[src/sv/tmsp_pkg.sv]
// Shared types and constants for the two-motor soft PWM speed controller.
// Used by the channel interfaces and every module of the block.
package tmsp_pkg;

    localparam int CFG_IDX_W  = 2;
    localparam int CFG_DATA_W = 16;
    localparam int PERIOD_W   = 16;
    localparam int STEP_W     = 8;
    localparam int COUNT_W    = 17;
    localparam int ON_W       = 15;

    typedef logic [1:0]         func_t;
    typedef logic [1:0]         motor_idx_t;
    typedef logic signed [10:0] value_t;
    typedef logic signed [7:0]  speed_t;
    typedef logic [1:0]         pins_t;

    localparam func_t FUNC_TICK    = 2'd0;
    localparam func_t FUNC_MEASURE = 2'd1;
    localparam func_t FUNC_SET     = 2'd2;
    localparam func_t FUNC_UNUSED  = 2'd3;

    localparam logic [CFG_IDX_W-1:0] REG_PERIOD = 2'd0;
    localparam logic [CFG_IDX_W-1:0] REG_STEP   = 2'd1;

    localparam logic [PERIOD_W-1:0] PERIOD_RESET = 16'd1000;
    localparam logic [STEP_W-1:0]   STEP_RESET   = 8'd10;

    // bit0 = pin a (reverse), bit1 = pin b (forward)
    localparam pins_t PINS_OFF = 2'b00;
    localparam pins_t PINS_REV = 2'b01;
    localparam pins_t PINS_FWD = 2'b10;

    typedef struct packed {
        func_t      func;
        motor_idx_t motor;
        value_t     value;
    } item_t;

    typedef struct packed {
        logic   status;
        logic   left_pin_a;
        logic   left_pin_b;
        logic   right_pin_a;
        logic   right_pin_b;
        speed_t target_readback;
    } result_t;

    // per-motor command, already qualified by the pipeline advance
    typedef struct packed {
        logic   tick;
        logic   measure;
        logic   set_target;
        value_t value;
    } motor_cmd_t;

    // per-motor state as it stands after the current command
    typedef struct packed {
        pins_t  pins;
        speed_t target;
    } motor_obs_t;

endpackage

[src/sv/tmsp_if.sv]
// Valid/ready channel interfaces: command items, result items, config writes.
// Depends on tmsp_pkg.
interface tmsp_item_if import tmsp_pkg::*; ();
    logic       valid;
    logic       ready;
    func_t      func;
    motor_idx_t motor;
    value_t     value;

    modport source (output valid, func, motor, value, input ready);
    modport sink   (input valid, func, motor, value, output ready);
endinterface

interface tmsp_result_if import tmsp_pkg::*; ();
    logic   valid;
    logic   ready;
    logic   status;
    logic   left_pin_a;
    logic   left_pin_b;
    logic   right_pin_a;
    logic   right_pin_b;
    speed_t target_readback;

    modport source (output valid, status, left_pin_a, left_pin_b, right_pin_a,
                    right_pin_b, target_readback, input ready);
    modport sink   (input valid, status, left_pin_a, left_pin_b, right_pin_a,
                    right_pin_b, target_readback, output ready);
endinterface

interface tmsp_cfg_if import tmsp_pkg::*; ();
    logic                  valid;
    logic                  ready;
    logic [CFG_IDX_W-1:0]  index;
    logic [CFG_DATA_W-1:0] data;

    modport source (output valid, index, data, input ready);
    modport sink   (input valid, index, data, output ready);
endinterface

[src/sv/tmsp_cfg_regs.sv]
// Configuration registers: PWM period and on ticks per drive unit.
// Depends on tmsp_pkg and tmsp_cfg_if.
module tmsp_cfg_regs
    import tmsp_pkg::*;
(
    input  logic                clk,
    input  logic                rst_n,
    tmsp_cfg_if.sink            cfg,
    output logic [PERIOD_W-1:0] period,
    output logic [STEP_W-1:0]   step
);

    logic [PERIOD_W-1:0] period_reg;
    logic [STEP_W-1:0]   step_reg;
    logic                wr;

    assign cfg.ready = 1'b1;
    assign wr        = cfg.valid && cfg.ready;

    always_ff @(posedge clk or negedge rst_n)
    begin
        if (!rst_n)
        begin
            period_reg <= PERIOD_RESET;
            step_reg   <= STEP_RESET;
        end
        else if (wr)
        begin
            case (cfg.index)
                REG_PERIOD: period_reg <= cfg.data[PERIOD_W-1:0];
                REG_STEP:   step_reg   <= cfg.data[STEP_W-1:0];
                default:    ;
            endcase
        end
    end

    assign period = period_reg;
    assign step   = step_reg;

endmodule

[src/sv/tmsp_motor.sv]
// One motor channel: target, drive level, PWM phase counter and bridge pins.
// Depends on tmsp_pkg.
module tmsp_motor
    import tmsp_pkg::*;
#(
    parameter int SPEED_LIMIT = 100
)
(
    input  logic                clk,
    input  logic                rst_n,
    input  motor_cmd_t          cmd,
    input  logic [PERIOD_W-1:0] period,
    input  logic [STEP_W-1:0]   step,
    output motor_obs_t          obs
);

    localparam logic signed [11:0] LIM_POS = 12'(SPEED_LIMIT);
    localparam logic signed [11:0] LIM_NEG = -12'(SPEED_LIMIT);

    speed_t             target_reg, target_next;
    speed_t             drive_reg, drive_next;
    logic               phase_on_reg, phase_on_next;
    logic [COUNT_W-1:0] count_reg, count_next;
    pins_t              pins_reg, pins_next;

    logic signed [16:0] prod;
    logic [ON_W-1:0]    on_ticks;
    logic [17:0]        cnt_inc;
    logic               off_end;
    logic               on_end;
    logic signed [11:0] diff;
    logic [11:0]        abs_diff;
    logic [10:0]        half;
    logic               same_sign;
    logic signed [11:0] drive_sum;
    logic signed [11:0] drive_sat;

    assign prod     = drive_reg * $signed({1'b0, step});
    assign on_ticks = prod[16] ? ON_W'(-prod) : ON_W'(prod);
    assign cnt_inc  = 18'(count_reg) + 18'd1;
    // off phase ends once count+1 exceeds period-on; kept unsigned by moving on across
    assign off_end  = (cnt_inc + 18'(on_ticks)) > 18'(period);
    assign on_end   = cnt_inc > 18'(on_ticks);

    assign diff      = 12'(target_reg) - 12'(cmd.value);
    assign abs_diff  = diff[11] ? 12'(-diff) : 12'(diff);
    assign half      = abs_diff[11:1];
    assign same_sign = (diff[11] == target_reg[7]);
    assign drive_sum = same_sign ? 12'(drive_reg) + $signed({1'b0, half})
                                 : 12'(drive_reg) - $signed({1'b0, half});

    always_comb
    begin
        if (drive_sum > LIM_POS)
            drive_sat = LIM_POS;
        else if (drive_sum < LIM_NEG)
            drive_sat = LIM_NEG;
        else
            drive_sat = drive_sum;
    end

    always_comb
    begin
        target_next   = target_reg;
        drive_next    = drive_reg;
        phase_on_next = phase_on_reg;
        count_next    = count_reg;
        pins_next     = pins_reg;
        if (cmd.tick)
        begin
            if (!phase_on_reg)
            begin
                pins_next = PINS_OFF;
                if (off_end)
                begin
                    count_next    = '0;
                    phase_on_next = 1'b1;
                end
                else
                begin
                    count_next = cnt_inc[COUNT_W-1:0];
                end
            end
            else
            begin
                // zero target keeps whatever the pins held
                if (target_reg > 8'sd0)
                    pins_next = PINS_FWD;
                else if (target_reg < 8'sd0)
                    pins_next = PINS_REV;
                if (on_end)
                begin
                    count_next    = '0;
                    phase_on_next = 1'b0;
                end
                else
                begin
                    count_next = cnt_inc[COUNT_W-1:0];
                end
            end
        end
        else if (cmd.measure)
        begin
            drive_next = 8'(drive_sat);
        end
        else if (cmd.set_target)
        begin
            target_next = 8'(cmd.value);
            drive_next  = 8'(cmd.value);
        end
    end

    always_ff @(posedge clk or negedge rst_n)
    begin
        if (!rst_n)
        begin
            target_reg   <= '0;
            drive_reg    <= '0;
            phase_on_reg <= 1'b0;
            count_reg    <= '0;
            pins_reg     <= PINS_OFF;
        end
        else
        begin
            target_reg   <= target_next;
            drive_reg    <= drive_next;
            phase_on_reg <= phase_on_next;
            count_reg    <= count_next;
            pins_reg     <= pins_next;
        end
    end

    assign obs.pins   = pins_next;
    assign obs.target = target_next;

endmodule

[src/sv/two_motor_soft_pwm_speed_ctrl.sv]
// Two-motor H-bridge soft PWM speed controller, top level.
// Items pass the input register, then the result register, and wait in either while
// results stall. Throughput: one item per cycle while results are accepted; motor
// state updates in the same cycle the item moves from the input register into the
// result register. Reset: period 1000, step 10, all motors off with zero target and
// drive, pipeline empty. Depends on tmsp_pkg, tmsp_if, tmsp_cfg_regs, tmsp_motor.
module two_motor_soft_pwm_speed_ctrl
    import tmsp_pkg::*;
#(
    parameter int NUM_MOTORS  = 2,
    parameter int SPEED_LIMIT = 100
)
(
    input  logic           clk,
    input  logic           rst_n,
    tmsp_item_if.sink      item_in,
    tmsp_result_if.source  result_out,
    tmsp_cfg_if.sink       cfg
);

    localparam logic signed [10:0] LIM_POS = 11'(SPEED_LIMIT);
    localparam logic signed [10:0] LIM_NEG = -11'(SPEED_LIMIT);

    logic                in_valid_reg;
    item_t               in_item_reg;
    logic                out_valid_reg;
    result_t             out_item_reg;
    logic                advance;
    logic                motor_ok;
    logic                in_range;
    logic                status;
    speed_t              readback;
    logic [PERIOD_W-1:0] period;
    logic [STEP_W-1:0]   step;
    motor_cmd_t          cmd   [NUM_MOTORS];
    motor_obs_t          obs   [NUM_MOTORS];
    result_t             res;

    tmsp_cfg_regs u_cfg (
        .clk    (clk),
        .rst_n  (rst_n),
        .cfg    (cfg),
        .period (period),
        .step   (step)
    );

    assign advance       = in_valid_reg && (!out_valid_reg || result_out.ready);
    assign item_in.ready = !in_valid_reg || advance;

    always_ff @(posedge clk or negedge rst_n)
    begin
        if (!rst_n)
            in_valid_reg <= 1'b0;
        else if (item_in.ready)
            in_valid_reg <= item_in.valid;
    end

    always_ff @(posedge clk)
    begin
        if (item_in.valid && item_in.ready)
        begin
            in_item_reg.func  <= item_in.func;
            in_item_reg.motor <= item_in.motor;
            in_item_reg.value <= item_in.value;
        end
    end

    assign motor_ok = {1'b0, in_item_reg.motor} < 3'(NUM_MOTORS);
    assign in_range = (in_item_reg.value >= LIM_NEG) && (in_item_reg.value <= LIM_POS);

    genvar g;
    generate
        for (g = 0; g < NUM_MOTORS; g++)
        begin : g_motor
            logic hit;
            assign hit = in_item_reg.motor == motor_idx_t'(g);
            assign cmd[g].tick       = advance && in_item_reg.func == FUNC_TICK;
            assign cmd[g].measure    = advance && in_item_reg.func == FUNC_MEASURE && hit;
            assign cmd[g].set_target = advance && in_item_reg.func == FUNC_SET && hit
                                       && in_range;
            assign cmd[g].value      = in_item_reg.value;

            tmsp_motor #(
                .SPEED_LIMIT (SPEED_LIMIT)
            ) u_motor (
                .clk    (clk),
                .rst_n  (rst_n),
                .cmd    (cmd[g]),
                .period (period),
                .step   (step),
                .obs    (obs[g])
            );
        end
    endgenerate

    always_comb
    begin
        case (in_item_reg.func)
            FUNC_TICK:    status = 1'b0;
            FUNC_MEASURE: status = !motor_ok;
            FUNC_SET:     status = !motor_ok || !in_range;
            default:      status = 1'b1;
        endcase
    end

    always_comb
    begin
        readback = '0;
        for (int i = 0; i < NUM_MOTORS; i++)
        begin
            if (in_item_reg.motor == motor_idx_t'(i))
                readback = obs[i].target;
        end
    end

    assign res.status          = status;
    assign res.left_pin_a      = obs[0].pins[0];
    assign res.left_pin_b      = obs[0].pins[1];
    assign res.target_readback = readback;

    generate
        if (NUM_MOTORS > 1)
        begin : g_right
            assign res.right_pin_a = obs[1].pins[0];
            assign res.right_pin_b = obs[1].pins[1];
        end
        else
        begin : g_no_right
            assign res.right_pin_a = 1'b0;
            assign res.right_pin_b = 1'b0;
        end
    endgenerate

    always_ff @(posedge clk or negedge rst_n)
    begin
        if (!rst_n)
            out_valid_reg <= 1'b0;
        else if (advance)
            out_valid_reg <= 1'b1;
        else if (result_out.ready)
            out_valid_reg <= 1'b0;
    end

    always_ff @(posedge clk)
    begin
        if (advance)
            out_item_reg <= res;
    end

    assign result_out.valid           = out_valid_reg;
    assign result_out.status          = out_item_reg.status;
    assign result_out.left_pin_a      = out_item_reg.left_pin_a;
    assign result_out.left_pin_b      = out_item_reg.left_pin_b;
    assign result_out.right_pin_a     = out_item_reg.right_pin_a;
    assign result_out.right_pin_b     = out_item_reg.right_pin_b;
    assign result_out.target_readback = out_item_reg.target_readback;

    a_adv_fills_out: assert property (@(posedge clk) disable iff (!rst_n)
        advance |=> out_valid_reg)
        else $error("result register not loaded after advance");

    a_unused_rejected: assert property (@(posedge clk) disable iff (!rst_n)
        advance && in_item_reg.func == FUNC_UNUSED |=> out_item_reg.status)
        else $error("unused function not rejected");

    a_bad_motor_readback: assert property (@(posedge clk) disable iff (!rst_n)
        advance && !motor_ok |=> out_item_reg.target_readback == 8'sd0)
        else $error("readback of missing motor not zero");

    a_pins_exclusive: assert property (@(posedge clk) disable iff (!rst_n)
        out_valid_reg |-> !(out_item_reg.left_pin_a && out_item_reg.left_pin_b)
                          && !(out_item_reg.right_pin_a && out_item_reg.right_pin_b))
        else $error("bridge driven both ways");

    a_readback_limit: assert property (@(posedge clk) disable iff (!rst_n)
        out_valid_reg |-> out_item_reg.target_readback <= 8'(SPEED_LIMIT)
                          && out_item_reg.target_readback >= -8'(SPEED_LIMIT))
        else $error("stored target beyond speed limit");

endmodule
[src/flat_wrapper.sv]
// flat-port wrapper written by rule: the top's interface ports become plain ports
module two_motor_soft_pwm_speed_ctrl_flat import tmsp_pkg::*;
#(
    parameter int NUM_MOTORS  = 2,
    parameter int SPEED_LIMIT = 100
)
  (clk, rst_n, item_in_valid, item_in_func, item_in_motor, item_in_value, item_in_ready, result_out_valid, result_out_status, result_out_left_pin_a, result_out_left_pin_b, result_out_right_pin_a, result_out_right_pin_b, result_out_target_readback, result_out_ready, cfg_valid, cfg_index, cfg_data, cfg_ready);
  tmsp_item_if item_in_i ();
  tmsp_result_if result_out_i ();
  tmsp_cfg_if cfg_i ();
  input  logic clk;
  input  logic rst_n;
  input wire logic [$bits(item_in_i.valid)-1:0] item_in_valid;
  input wire logic [$bits(item_in_i.func)-1:0] item_in_func;
  input wire logic [$bits(item_in_i.motor)-1:0] item_in_motor;
  input wire logic [$bits(item_in_i.value)-1:0] item_in_value;
  output wire logic [$bits(item_in_i.ready)-1:0] item_in_ready;
  output wire logic [$bits(result_out_i.valid)-1:0] result_out_valid;
  output wire logic [$bits(result_out_i.status)-1:0] result_out_status;
  output wire logic [$bits(result_out_i.left_pin_a)-1:0] result_out_left_pin_a;
  output wire logic [$bits(result_out_i.left_pin_b)-1:0] result_out_left_pin_b;
  output wire logic [$bits(result_out_i.right_pin_a)-1:0] result_out_right_pin_a;
  output wire logic [$bits(result_out_i.right_pin_b)-1:0] result_out_right_pin_b;
  output wire logic [$bits(result_out_i.target_readback)-1:0] result_out_target_readback;
  input wire logic [$bits(result_out_i.ready)-1:0] result_out_ready;
  input wire logic [$bits(cfg_i.valid)-1:0] cfg_valid;
  input wire logic [$bits(cfg_i.index)-1:0] cfg_index;
  input wire logic [$bits(cfg_i.data)-1:0] cfg_data;
  output wire logic [$bits(cfg_i.ready)-1:0] cfg_ready;
  assign item_in_i.valid = item_in_valid;
  assign item_in_i.func = item_in_func;
  assign item_in_i.motor = item_in_motor;
  assign item_in_i.value = item_in_value;
  assign item_in_ready = item_in_i.ready;
  assign result_out_valid = result_out_i.valid;
  assign result_out_status = result_out_i.status;
  assign result_out_left_pin_a = result_out_i.left_pin_a;
  assign result_out_left_pin_b = result_out_i.left_pin_b;
  assign result_out_right_pin_a = result_out_i.right_pin_a;
  assign result_out_right_pin_b = result_out_i.right_pin_b;
  assign result_out_target_readback = result_out_i.target_readback;
  assign result_out_i.ready = result_out_ready;
  assign cfg_i.valid = cfg_valid;
  assign cfg_i.index = cfg_index;
  assign cfg_i.data = cfg_data;
  assign cfg_ready = cfg_i.ready;
  two_motor_soft_pwm_speed_ctrl #(.NUM_MOTORS(NUM_MOTORS), .SPEED_LIMIT(SPEED_LIMIT)) u_core (.clk(clk), .rst_n(rst_n), .item_in(item_in_i), .result_out(result_out_i), .cfg(cfg_i));
endmodule
[config.mk]
export PLATFORM = sky130hd
export DESIGN_NAME = two_motor_soft_pwm_speed_ctrl_flat
export DESIGN_NICKNAME = d
export VERILOG_FILES = /design/src/sv/tmsp_pkg.sv /design/src/sv/tmsp_if.sv /design/src/sv/tmsp_cfg_regs.sv /design/src/sv/tmsp_motor.sv /design/src/sv/two_motor_soft_pwm_speed_ctrl.sv /design/src/flat_wrapper.sv
export SDC_FILE = /design/constraint.sdc
export NUM_CORES = 1
export LEC_CHECK = 0
export BUFFER_PORTS_ARGS = -buffer_cell sky130_fd_sc_hd__buf_2
export CORE_UTILIZATION = 50
export CTS_BUF_LIST = sky130_fd_sc_hd__clkbuf_8
export CTS_CLUSTER_DIAMETER = 80
export DETAILED_ROUTE_END_ITERATION = 16
export GPL_TIMING_DRIVEN = 0
export PLACE_DENSITY = 0.75
export SETUP_SLACK_MARGIN = 0.3
export SYNTH_ARGS = -nofsm -noshare
export SYNTH_HDL_FRONTEND = slang
export SYNTH_HIERARCHICAL = 1
export SYNTH_SLANG_ARGS = --single-unit
[constraint.sdc]
create_clock -name clk -period 8.7 [get_ports clk]
set_input_delay 2.175 -clock clk [delete_from_list [all_inputs] [get_ports clk]]
set_output_delay 2.175 -clock clk [all_outputs]
set_load 0.01 [all_outputs]
-- Word level (Yosys, flattened, before mapping)
Index checks and enable logic that the tools add are counted.
W data, S select, Z words.
- word-level logic and storage cells: 135
- output and inout port bits: 16
- input bits: 38
- register bits after elaboration: 126
- muxes and demuxes: 45
- eq/ne operators: 6
- add/subtract/negate cells: 14
- $mul: 2
- bitwise logic cells: 1
- reduce and logical (&&, ||, !) cells: 29
- magnitude comparators: 15
- operators with widths (operator ; count):
    $mux W8 ; 16
    $mux W17 ; 6
    $mux W12 ; 4
    $add A17 B1 Y18 const B ; 2
    $add A18 B15 Y18 ; 2
    $gt A18 B15 Y1 ; 2
    $gt A18 B16 Y1 ; 2
    $mul A8 B9 Y17 ; 2
    $mux W15 ; 2
    $neg A15 Y15 ; 2
    $add A8 B12 Y12 ; 2
    $gt A12 B8 Y1 const B ; 2
    $lt A12 B8 Y1 const B ; 2
    $neg A12 Y12 ; 2
    $sub A8 B11 Y12 ; 2
    $sub A8 B12 Y12 ; 2
    $gt A8 B1 Y1 const B ; 2
    $lt A8 B1 Y1 const B ; 2
    $mux W2 ; 8
    $logic_and A1 B1 Y1 ; 12
    $ge A11 B8 Y1 const B ; 1
    $le A11 B8 Y1 const B ; 1
    $mux W1 ; 8
    $reduce_and A2 Y1 ; 4
    other kinds (10) ; 22

-- Logic depth before layout (Yosys ltp)
Gate-level depths: netlist of the first run.
- depth after elaboration: 11
- gate-level depth with buffers: 46
- depth with buffers taken out: 43

-- Hierarchy
The synthesis of the first run kept the hierarchy.
- modules (own cells, without submodules) (module ; times used ; cells each ; seq. area each (sq um) ; area each (sq um)):
    tmsp_motor at u_core.g_motor[0].u_motor ; 1 ; 1010 ; 900.9 ; 8086.5
    tmsp_motor at u_core.g_motor[1].u_motor ; 1 ; 945 ; 900.9 ; 7661.1
    two_motor_soft_pwm_speed_ctrl ; 1 ; 73 ; 890.9 ; 1177.4
    tmsp_cfg_regs ; 1 ; 53 ; 610.6 ; 929.6

-- Worst setup path before layout of the first run
No wires, ideal clock.
- path kind: flip-flop to flip-flop
- start point: register u_core.u_cfg.step_reg[1] (netlist: u_core/u_cfg/step[1])
- end point: register u_core.g_motor[0].u_motor.count_reg[14]
- clock period less this slack: 9.117 ns
- data required time: 8.622 ns
- arrival: 9.039 ns
- slack: -0.417 ns
- stages on the path, launching flop included: 43
- path buffers: 2
- setup time: 0.078 ns
- cell sequence: dfstp_2 nand2_1 fa_1 fa_1 inv_1 fa_1 inv_1 fa_1 inv_1 ha_1 a21oi_1 o21bai_1 a21oi_1 nor2b_1 o21a_1 o31a_1 o41ai_1 xnor2_1 [7 not listed] o21a_1 o21ai_0 nand2b_1 a21oi_1 xnor2_1 ha_1 nand4_1 nor2_1 a21oi_1 o211ai_1 a221o_1 a211oi_1 o21a_1 o221ai_1 mux2_2 clkbuf_1 o21ai_0 o2bb2ai_1
- word-level cells in the longest chain between the ends: 7
- elaborated cells on any way between the ends: 9
- those cells by class: add/sub: 2; mul: 1; order compare: 2; mux: 4
- RTL lines (item ; line ; source):
    from (decl) ; tmsp_cfg_regs.sv:14 ; logic [STEP_W-1:0] step_reg;
    from (signal assigned) ; tmsp_cfg_regs.sv:31 ; REG_STEP: step_reg <= cfg.data[STEP_W-1:0];
    $mul A8 B9 Y17 (*) ; tmsp_motor.sv:38 ; assign prod = drive_reg * $signed({1'b0, step});
    $neg A15 Y15 ; tmsp_motor.sv:39 ; assign on_ticks = prod[16] ? ON_W'(-prod) : ON_W'(prod);
    $mux W15 (*) ; tmsp_motor.sv:39 ;
    $add A18 B15 Y18 ; tmsp_motor.sv:42 ; assign off_end = (cnt_inc + 18'(on_ticks)) > 18'(period);
    $gt A18 B16 Y1 ; tmsp_motor.sv:42 ;
    $mux W17 ; tmsp_motor.sv:74 ; if (off_end)
    $mux W17 (*) ; tmsp_motor.sv:71 ; if (!phase_on_reg)
    to (signal assigned) ; tmsp_motor.sv:128 ; count_reg <= count_next;
    to (decl) ; tmsp_motor.sv:23 ; logic [COUNT_W-1:0] count_reg, count_next;
Every way passes the cells marked *; elsewhere a longest branch is shown, timed or not.
A chain may end at the register's enable or synchronous reset.

-- Final worst setup path of the first run
- start point: register u_core.u_cfg.step_reg[1] (netlist: u_core/u_cfg/step[1])
- end point: register u_core.g_motor[0].u_motor.count_reg[0]
Same word-level chain as after synthesis.

==> results of run 1 <==
==> final cells by class <==
class	instances	area [um^2]
clock buffers	17	234
diodes	1	2.50
multi-input cells	1648	14100
clock inverters	15	184
well taps	455	569
inverters	252	947
repair buffers	112	805
plain buffers	55	344
fillers	2924	14300
flip-flops and latches	126	3330
==> worst paths after layout <==
kind,startpoint,endpoint,cells past startpoint
min in group asynchronous,rst_n,u_core/g_motor[0].u_motor/count_reg[3],1
min,u_core/in_valid_reg,u_core/result_out.valid,1
max in group asynchronous,rst_n,u_core/g_motor[1].u_motor/drive_reg[7],2
max reg2reg,u_core/u_cfg/step[1],u_core/g_motor[0].u_motor/count_reg[0],46
max,u_core/u_cfg/step[1],u_core/g_motor[0].u_motor/count_reg[0],46
min reg2reg,u_core/in_valid_reg,u_core/result_out.valid,1
==> metal layers <==
metal	up-vias	part of all wire, %	global-route usage, %
li1	7458	-	-
met1	7666	45	34.7
met2	370	48	44.4
met3	70	4.3	2.99
met4	0	2.2	8.03
met5	-	0	0
==> what timing repair did <==
| item | in CTS | in global routing |
|---|---|---|
| setup buffers | 41 | 17 |
| pin swaps | 51 | 47 |
| endpoints found under the setup margin | 36 | 36 |
| gates resized for setup | 89 | 61 |
| cloned | 1 | 0 |
==> critical path: cells and delay by family (launching register included) <==
family	cells	cell delay (ps)
adder cells (fa/ha/maj)	7	2520
flip-flops	1	680
AND/OR/NAND/NOR	8	710
AO/OA/AOI/OAI	18	3400
buffers and inverters	8	930
XOR/XNOR	3	480
multiplexers	2	480
==> kinds of logic (layout without fill, tap and decap cells) <==
kind of cell             count (synthesis)  after routing  share of synthesized area [%]
AND/OR/NAND/NOR                        635            635                           18.5
AO/OA/AOI/OAI                          435            435                           17.0
adder cells (fa/ha/maj)                310            310                           25.1
buffers and inverters                  307            451                           6.69
XOR/XNOR                               203            203                           10.3
flip-flops                             126            126                           18.5
multiplexers                            64             64                           3.94
other                                    1              2                         0.0210
==> cell usage after synthesis (42+ instances only) <==
cell type  number
ha_1          230
o21ai_0        63
nand2_1       138
inv_1         250
and2_1         98
a21oi_1       117
xor2_1         62
nor2_1        141
mux2_2         42
xnor2_1       135
dfrtp_1        90
nand3_1        42
fa_1           80
==> layout by cell type, fill, tap and decap left out, types with 14 or more instances in the layout <==
cell	Yosys	routed
inv_1	250	239
ha_1	230	213
nand2_1	138	134
nor2_1	141	133
xnor2_1	135	128
a21oi_1	117	99
and2_1	98	93
dfrtp_1	90	80
fa_1	80	75
xor2_1	62	61
buf_2	9	60
buf_4	2	53
o21ai_0	63	50
nand3_1	42	41
mux2_2	42	39
nor3_1	38	37
a21o_1	30	30
nand2b_1	30	29
edfxtp_1	28	28
and3_1	27	27
nor2b_1	29	27
clkbuf_1	39	25
clkbuf_8	0	21
o21a_1	19	19
o211ai_1	18	18
mux2i_1	19	17
a31oi_1	19	17
a21oi_2	1	16
o21bai_1	15	15
nand4_1	14	14
o2bb2ai_2	8	14
==> metrics by stage <==
step	instance area [um^2]	setup TNS, ps	setup slack [ps]	hold WS, ps	util [%]
6_report	20500	-14130	-596	509	58.9
5_1_grt	20500	-25410	-840	524	58.9
4_1_cts	20100	-9190	-409	507	57.7
3_5_place_dp	18900	-30620	-1000	482	54.4
3_3_place_gp	18900	-25850	-857	475	54.4
2_1_floorplan	18100	0	267	457	-
==> summary.txt, run 1 <==
Outcome
  • Status: finished with violations
  • Violated checks: setup timing

Clocking
  • Clk Latency, worst-skew pair: 480 ps
  • Htree depth: 4
  • CTS tree: built
  • CTS Root Cell: clkbuf_8
  • Max Root-Sink Buffers: 2
  • Cts hold-fix bufs: 0
  • CTS clk-pin slew, worst paths: 100 ps
  • Num Clock Sinks: around 130
  • Clock buffer count from CTS: 17

Critical path
  • Crit Path Category: flip-flop to flip-flop
  • CP Data Required Time: around 9100 ps
  • Worst path arrival time: between 9000 and 10000 ps
  • Crit. End Element: flip-flop
  • Top cell by count, worst path: a21oi_2
  • Startpoint types: flip-flop
  • Reg-to-reg slack, setup: -600 ps
  • Crit-path max FO: 7
  • Max stage delay on crit path: 680 ps
  • Crit-path slowest cell: dfstp_4

Floorplan
  • Starting Density: about half
  • IO Pins: 54
  • FP Rows: 68
  • Die Y-Extent: ~190 um
  • Die area: between 0.03 and 0.04 mm^2
  • Chip width: around 190 um
  • Core ar.: about 0.035 mm^2

Placement
  • I/O Buffers: 52
  • GP Congestion: between 0.9 and 1
  • Dpl hpwl: ~35000 um
  • Inst Count DP: between 2k and 3k

GRT
  • GRT Total Usage: between 20% and 30%
  • Largest net degree at the start of global routing: 64
  • Antenna violations before repair: 0
  • Grt ovf: 0
  • First-pass GRT wire length: between 70000 and 80000 um
  • Vias in the first global route: between 15k and 20k

STA
  • RSZ-0062 raised after global routing: true
  • Final Hold Fails: 0
  • Slew HR: approximately a fifth
  • Min cycle time layout: slightly above 9000 ps
  • Setup-failing EPs final: 36
  • Clk_skew: between 20 and 25 ps
  • Fmax: ~0.11 GHz
  • Slew @ Worst Pin: between 1000 and 1500 ps
  • Final period util: 107%
  • Final worst slack: -596 ps
  • Max-slew violation count: 0

Route
  • Routed len/inst: ~18 um
  • Initial DRC count: approximately 900
  • Via/cell ratio: 5.81
  • Via count: 15.6k
  • WL final: ~47000 um
  • DRC Markers: 0
  • Routed Antenna Nets: 0
  • First-pass DRT Iterations: 6

Synth
  • Area leader, netlist: ha_1
  • Number of synthesized flops with an enable pin: 28
  • Ys async rst share: between 70 and 80%
  • Post-Syn Instances: 2081
  • Largest cells by area after synthesis: ha_1 (16%), dfrtp_1 (13%), fa_1 (9.0%), xnor2_1 (6.6%), inv_1 (5.3%)
  • Syn Nets: 2429
  • Top FF cell, synth: dfrtp_1
  • Synth Cell Area: roughly 0.018 mm^2
  • Yosys top cell area share: ~16%
  • Yosys warnings: 6
  • Mean post-synth cell area: between 8 and 9 um^2
  • Yosys reg bits: about 130
  • Register area share after synthesis: between 15 and 20%
  • Cell variety after synth: 105

Min path
  • Worst hold path class: flip-flop to flip-flop

Layout
  • Max FFs per register: 34
  • Layout cells sized above 1: roughly 18%
  • Nets: 2560
  • Final Instance Count excl. Fillers: between 2k and 3k
  • P&R area growth vs syn: 14.9%

Run
  • Max_cap viols: 0
Power of run 1 is not shown: default switching activity piles up to over one toggle a cycle in this logic, so the estimate is an artifact.
==> inputs of run 2 (changes only) <==
- CAP_MARGIN: not set -> 30
- GPL_ROUTABILITY_DRIVEN: not set -> 0
- SKIP_CTS_REPAIR_TIMING: not set -> 1
==> summary.txt, run 2 (synthesized netlist as in run 1, its figures left out) <==
STA
  • Final worst slack: -758 ps (-162 ps)
  • Slew @ Worst Pin: 952 ps (-237 ps)
  • Final period util: 109% (+1.9 points)
  • Slew HR: 36.5% (+17 points)
  • RSZ-0062 raised after global routing: true
  • Max-slew violation count: 0 (unchanged)
  • Min cycle time layout: 9460 ps (+162 ps)
  • Fmax: 0.106 GHz (-1.7%)
  • Setup-failing EPs final: 34 (-5.6%)
  • Final Hold Fails: 0 (unchanged)
  • Clk_skew: 20.4 ps (-3.00 ps)

Floorplan
  • Starting Density: 51.3% (unchanged)
  • Die Y-Extent: 191 um (unchanged)
  • FP Rows: 68 (unchanged)
  • Core ar.: 0.0348 mm^2 (unchanged)
  • Chip width: 191 um (unchanged)
  • IO Pins: 54 (unchanged)
  • Die area: 0.0365 mm^2 (unchanged)

GRT
  • GRT Total Usage: 24.8% (-1.3 points)
  • Largest net degree at the start of global routing: 61 (-4.7%)
  • Antenna violations before repair: 1 (+1)
  • First-pass GRT wire length: 73400 um (-4.4%)
  • Grt ovf: 0 (unchanged)
  • Vias in the first global route: 15.2k (-2.5%)

Layout
  • Layout cells sized above 1: 18.3% (-0.12 points)
  • Multi-input gate area: 0.0142 mm^2 (+0.79%)
  • Fillcell total: 2916 (-0.27%)
  • P&R area growth vs syn: 14.7%
  • Nets: 2542 (-0.70%)
  • Diode count: 0 (-1)
  • Most frequent cells in the layout: inv_1 (227), ha_1 (210), nand2_1 (133)
  • Most common cell after layout, fill and taps aside: inv_1
  • Final instance area: 0.0205 mm^2 (-0.10%)
  • Max FFs per register: 34 (unchanged)
  • FF/Latch Area: 0.00333 mm^2 (about the same)

Critical path
  • Crit Path Category: flip-flop to flip-flop
  • Startpoint types: flip-flop
  • Reg-to-Reg Start: u_core/u_cfg/step[3]
  • Max stage delay on crit path: 660 ps (-20 ps)
  • Crit path launch: u_core/u_cfg/step[3]
  • Worst path arrival time: 9860 ps (+170 ps)
  • Crit-path slowest cell: dfstp_4
  • Top cell by count, worst path: inv_2
  • CP Data Required Time: 9100 ps (about the same)
  • Crit. End Element: flip-flop
  • Crit-path max FO: 5 (-2)

Placement
  • Placed Area: 0.0190 mm^2 (about the same)
  • Dpl hpwl: 34500 um (-0.91%)
  • I/O Buffers: 52 (unchanged)

Route
  • DRC Markers: 0 (unchanged)
  • First-pass DRT Iterations: 6 (unchanged)
  • Initial DRC count: 1007 (+13%)
  • Via count: 15.6k (-0.058%)
  • Via/cell ratio: 5.84 (+0.66%)
  • Routed Antenna Nets: 0 (unchanged)
  • WL final: 46500 um (-1.6%)
  • Routed len/inst: 17.5 um (-0.88%)

Clocking
  • CTS Root Cell: clkbuf_8
  • Max Root-Sink Buffers: 2 (unchanged)
  • CTS clk-pin slew, worst paths: 100 ps (about the same)
  • Num Clock Sinks: 126 (unchanged)
  • CTS tree: built
  • Clk Latency, worst-skew pair: 490 ps (about the same)
  • Clock buffer count from CTS: 17 (unchanged)
  • Htree depth: 4 (unchanged)

Min path
  • Hold Startpoint: u_core/in_valid_reg
  • Worst hold path class: flip-flop to flip-flop

Run
  • Max_cap viols: 0 (unchanged)

Outcome
  • Status: finished with violations
  • Violated checks: setup timing
[run 2: layer usage]
metal,vias up,share of wire [%],GRT usage (%)
li1,7414,-,-
met1,7588,44,32.6
met2,467,48,42.2
met3,86,5.5,3.30
met4,0,2.4,7.38
met5,-,0,0
[run 2: final cells by class]
cell class                 instances  area share [%]
inverter                         252            4.62
sequential                       126            16.2
multi-input combinational       1649            69.3
timing repair buffer              93            3.36
tap                              455            2.78
clock inverter                    15           0.922
clock buffer                      17            1.14
buffer                            55            1.59
[run 2: worst max-delay path, delay by kind of cell, from the launching register on]
family	cells	cell delay (ps)
xor+xnor	2	340
mux	3	720
buf+inv	8	730
flops	1	660
fa+ha+maj	8	2630
compound gates	18	3500
simple gates	7	760
[run 2: per-stage QoR]
step	TNS [ps]	utilization (%)	instances	setup slack [ps]	hold slack, ps
CTS	-34030	55.7	2623	-1100	523
global route	-27110	58.9	2662	-1120	567
detailed placement	-32710	54.5	2591	-1060	504
floorplan	0	-	2081	267	457
finish	-14990	58.9	2662	-758	527
global placement	-27140	54.4	2588	-902	476
[run 2: path summary, 6_finish.rpt]
kind | endpoint | slack, ps | cells after the start
setup / recovery | u_core/g_motor[0].u_motor/count_reg[0] | -760 | 46
hold / removal | u_core/result_out.valid | 530 | 1
setup reg to reg | u_core/g_motor[0].u_motor/count_reg[0] | -760 | 46
hold reg to reg | u_core/result_out.valid | 530 | 1
max in group asynchronous | u_core/g_motor[1].u_motor/drive_reg[7] | 6280 | 2
min in group asynchronous | u_core/g_motor[0].u_motor/count_reg[3] | 1670 | 1
Power of run 2 is left out for the same reason.
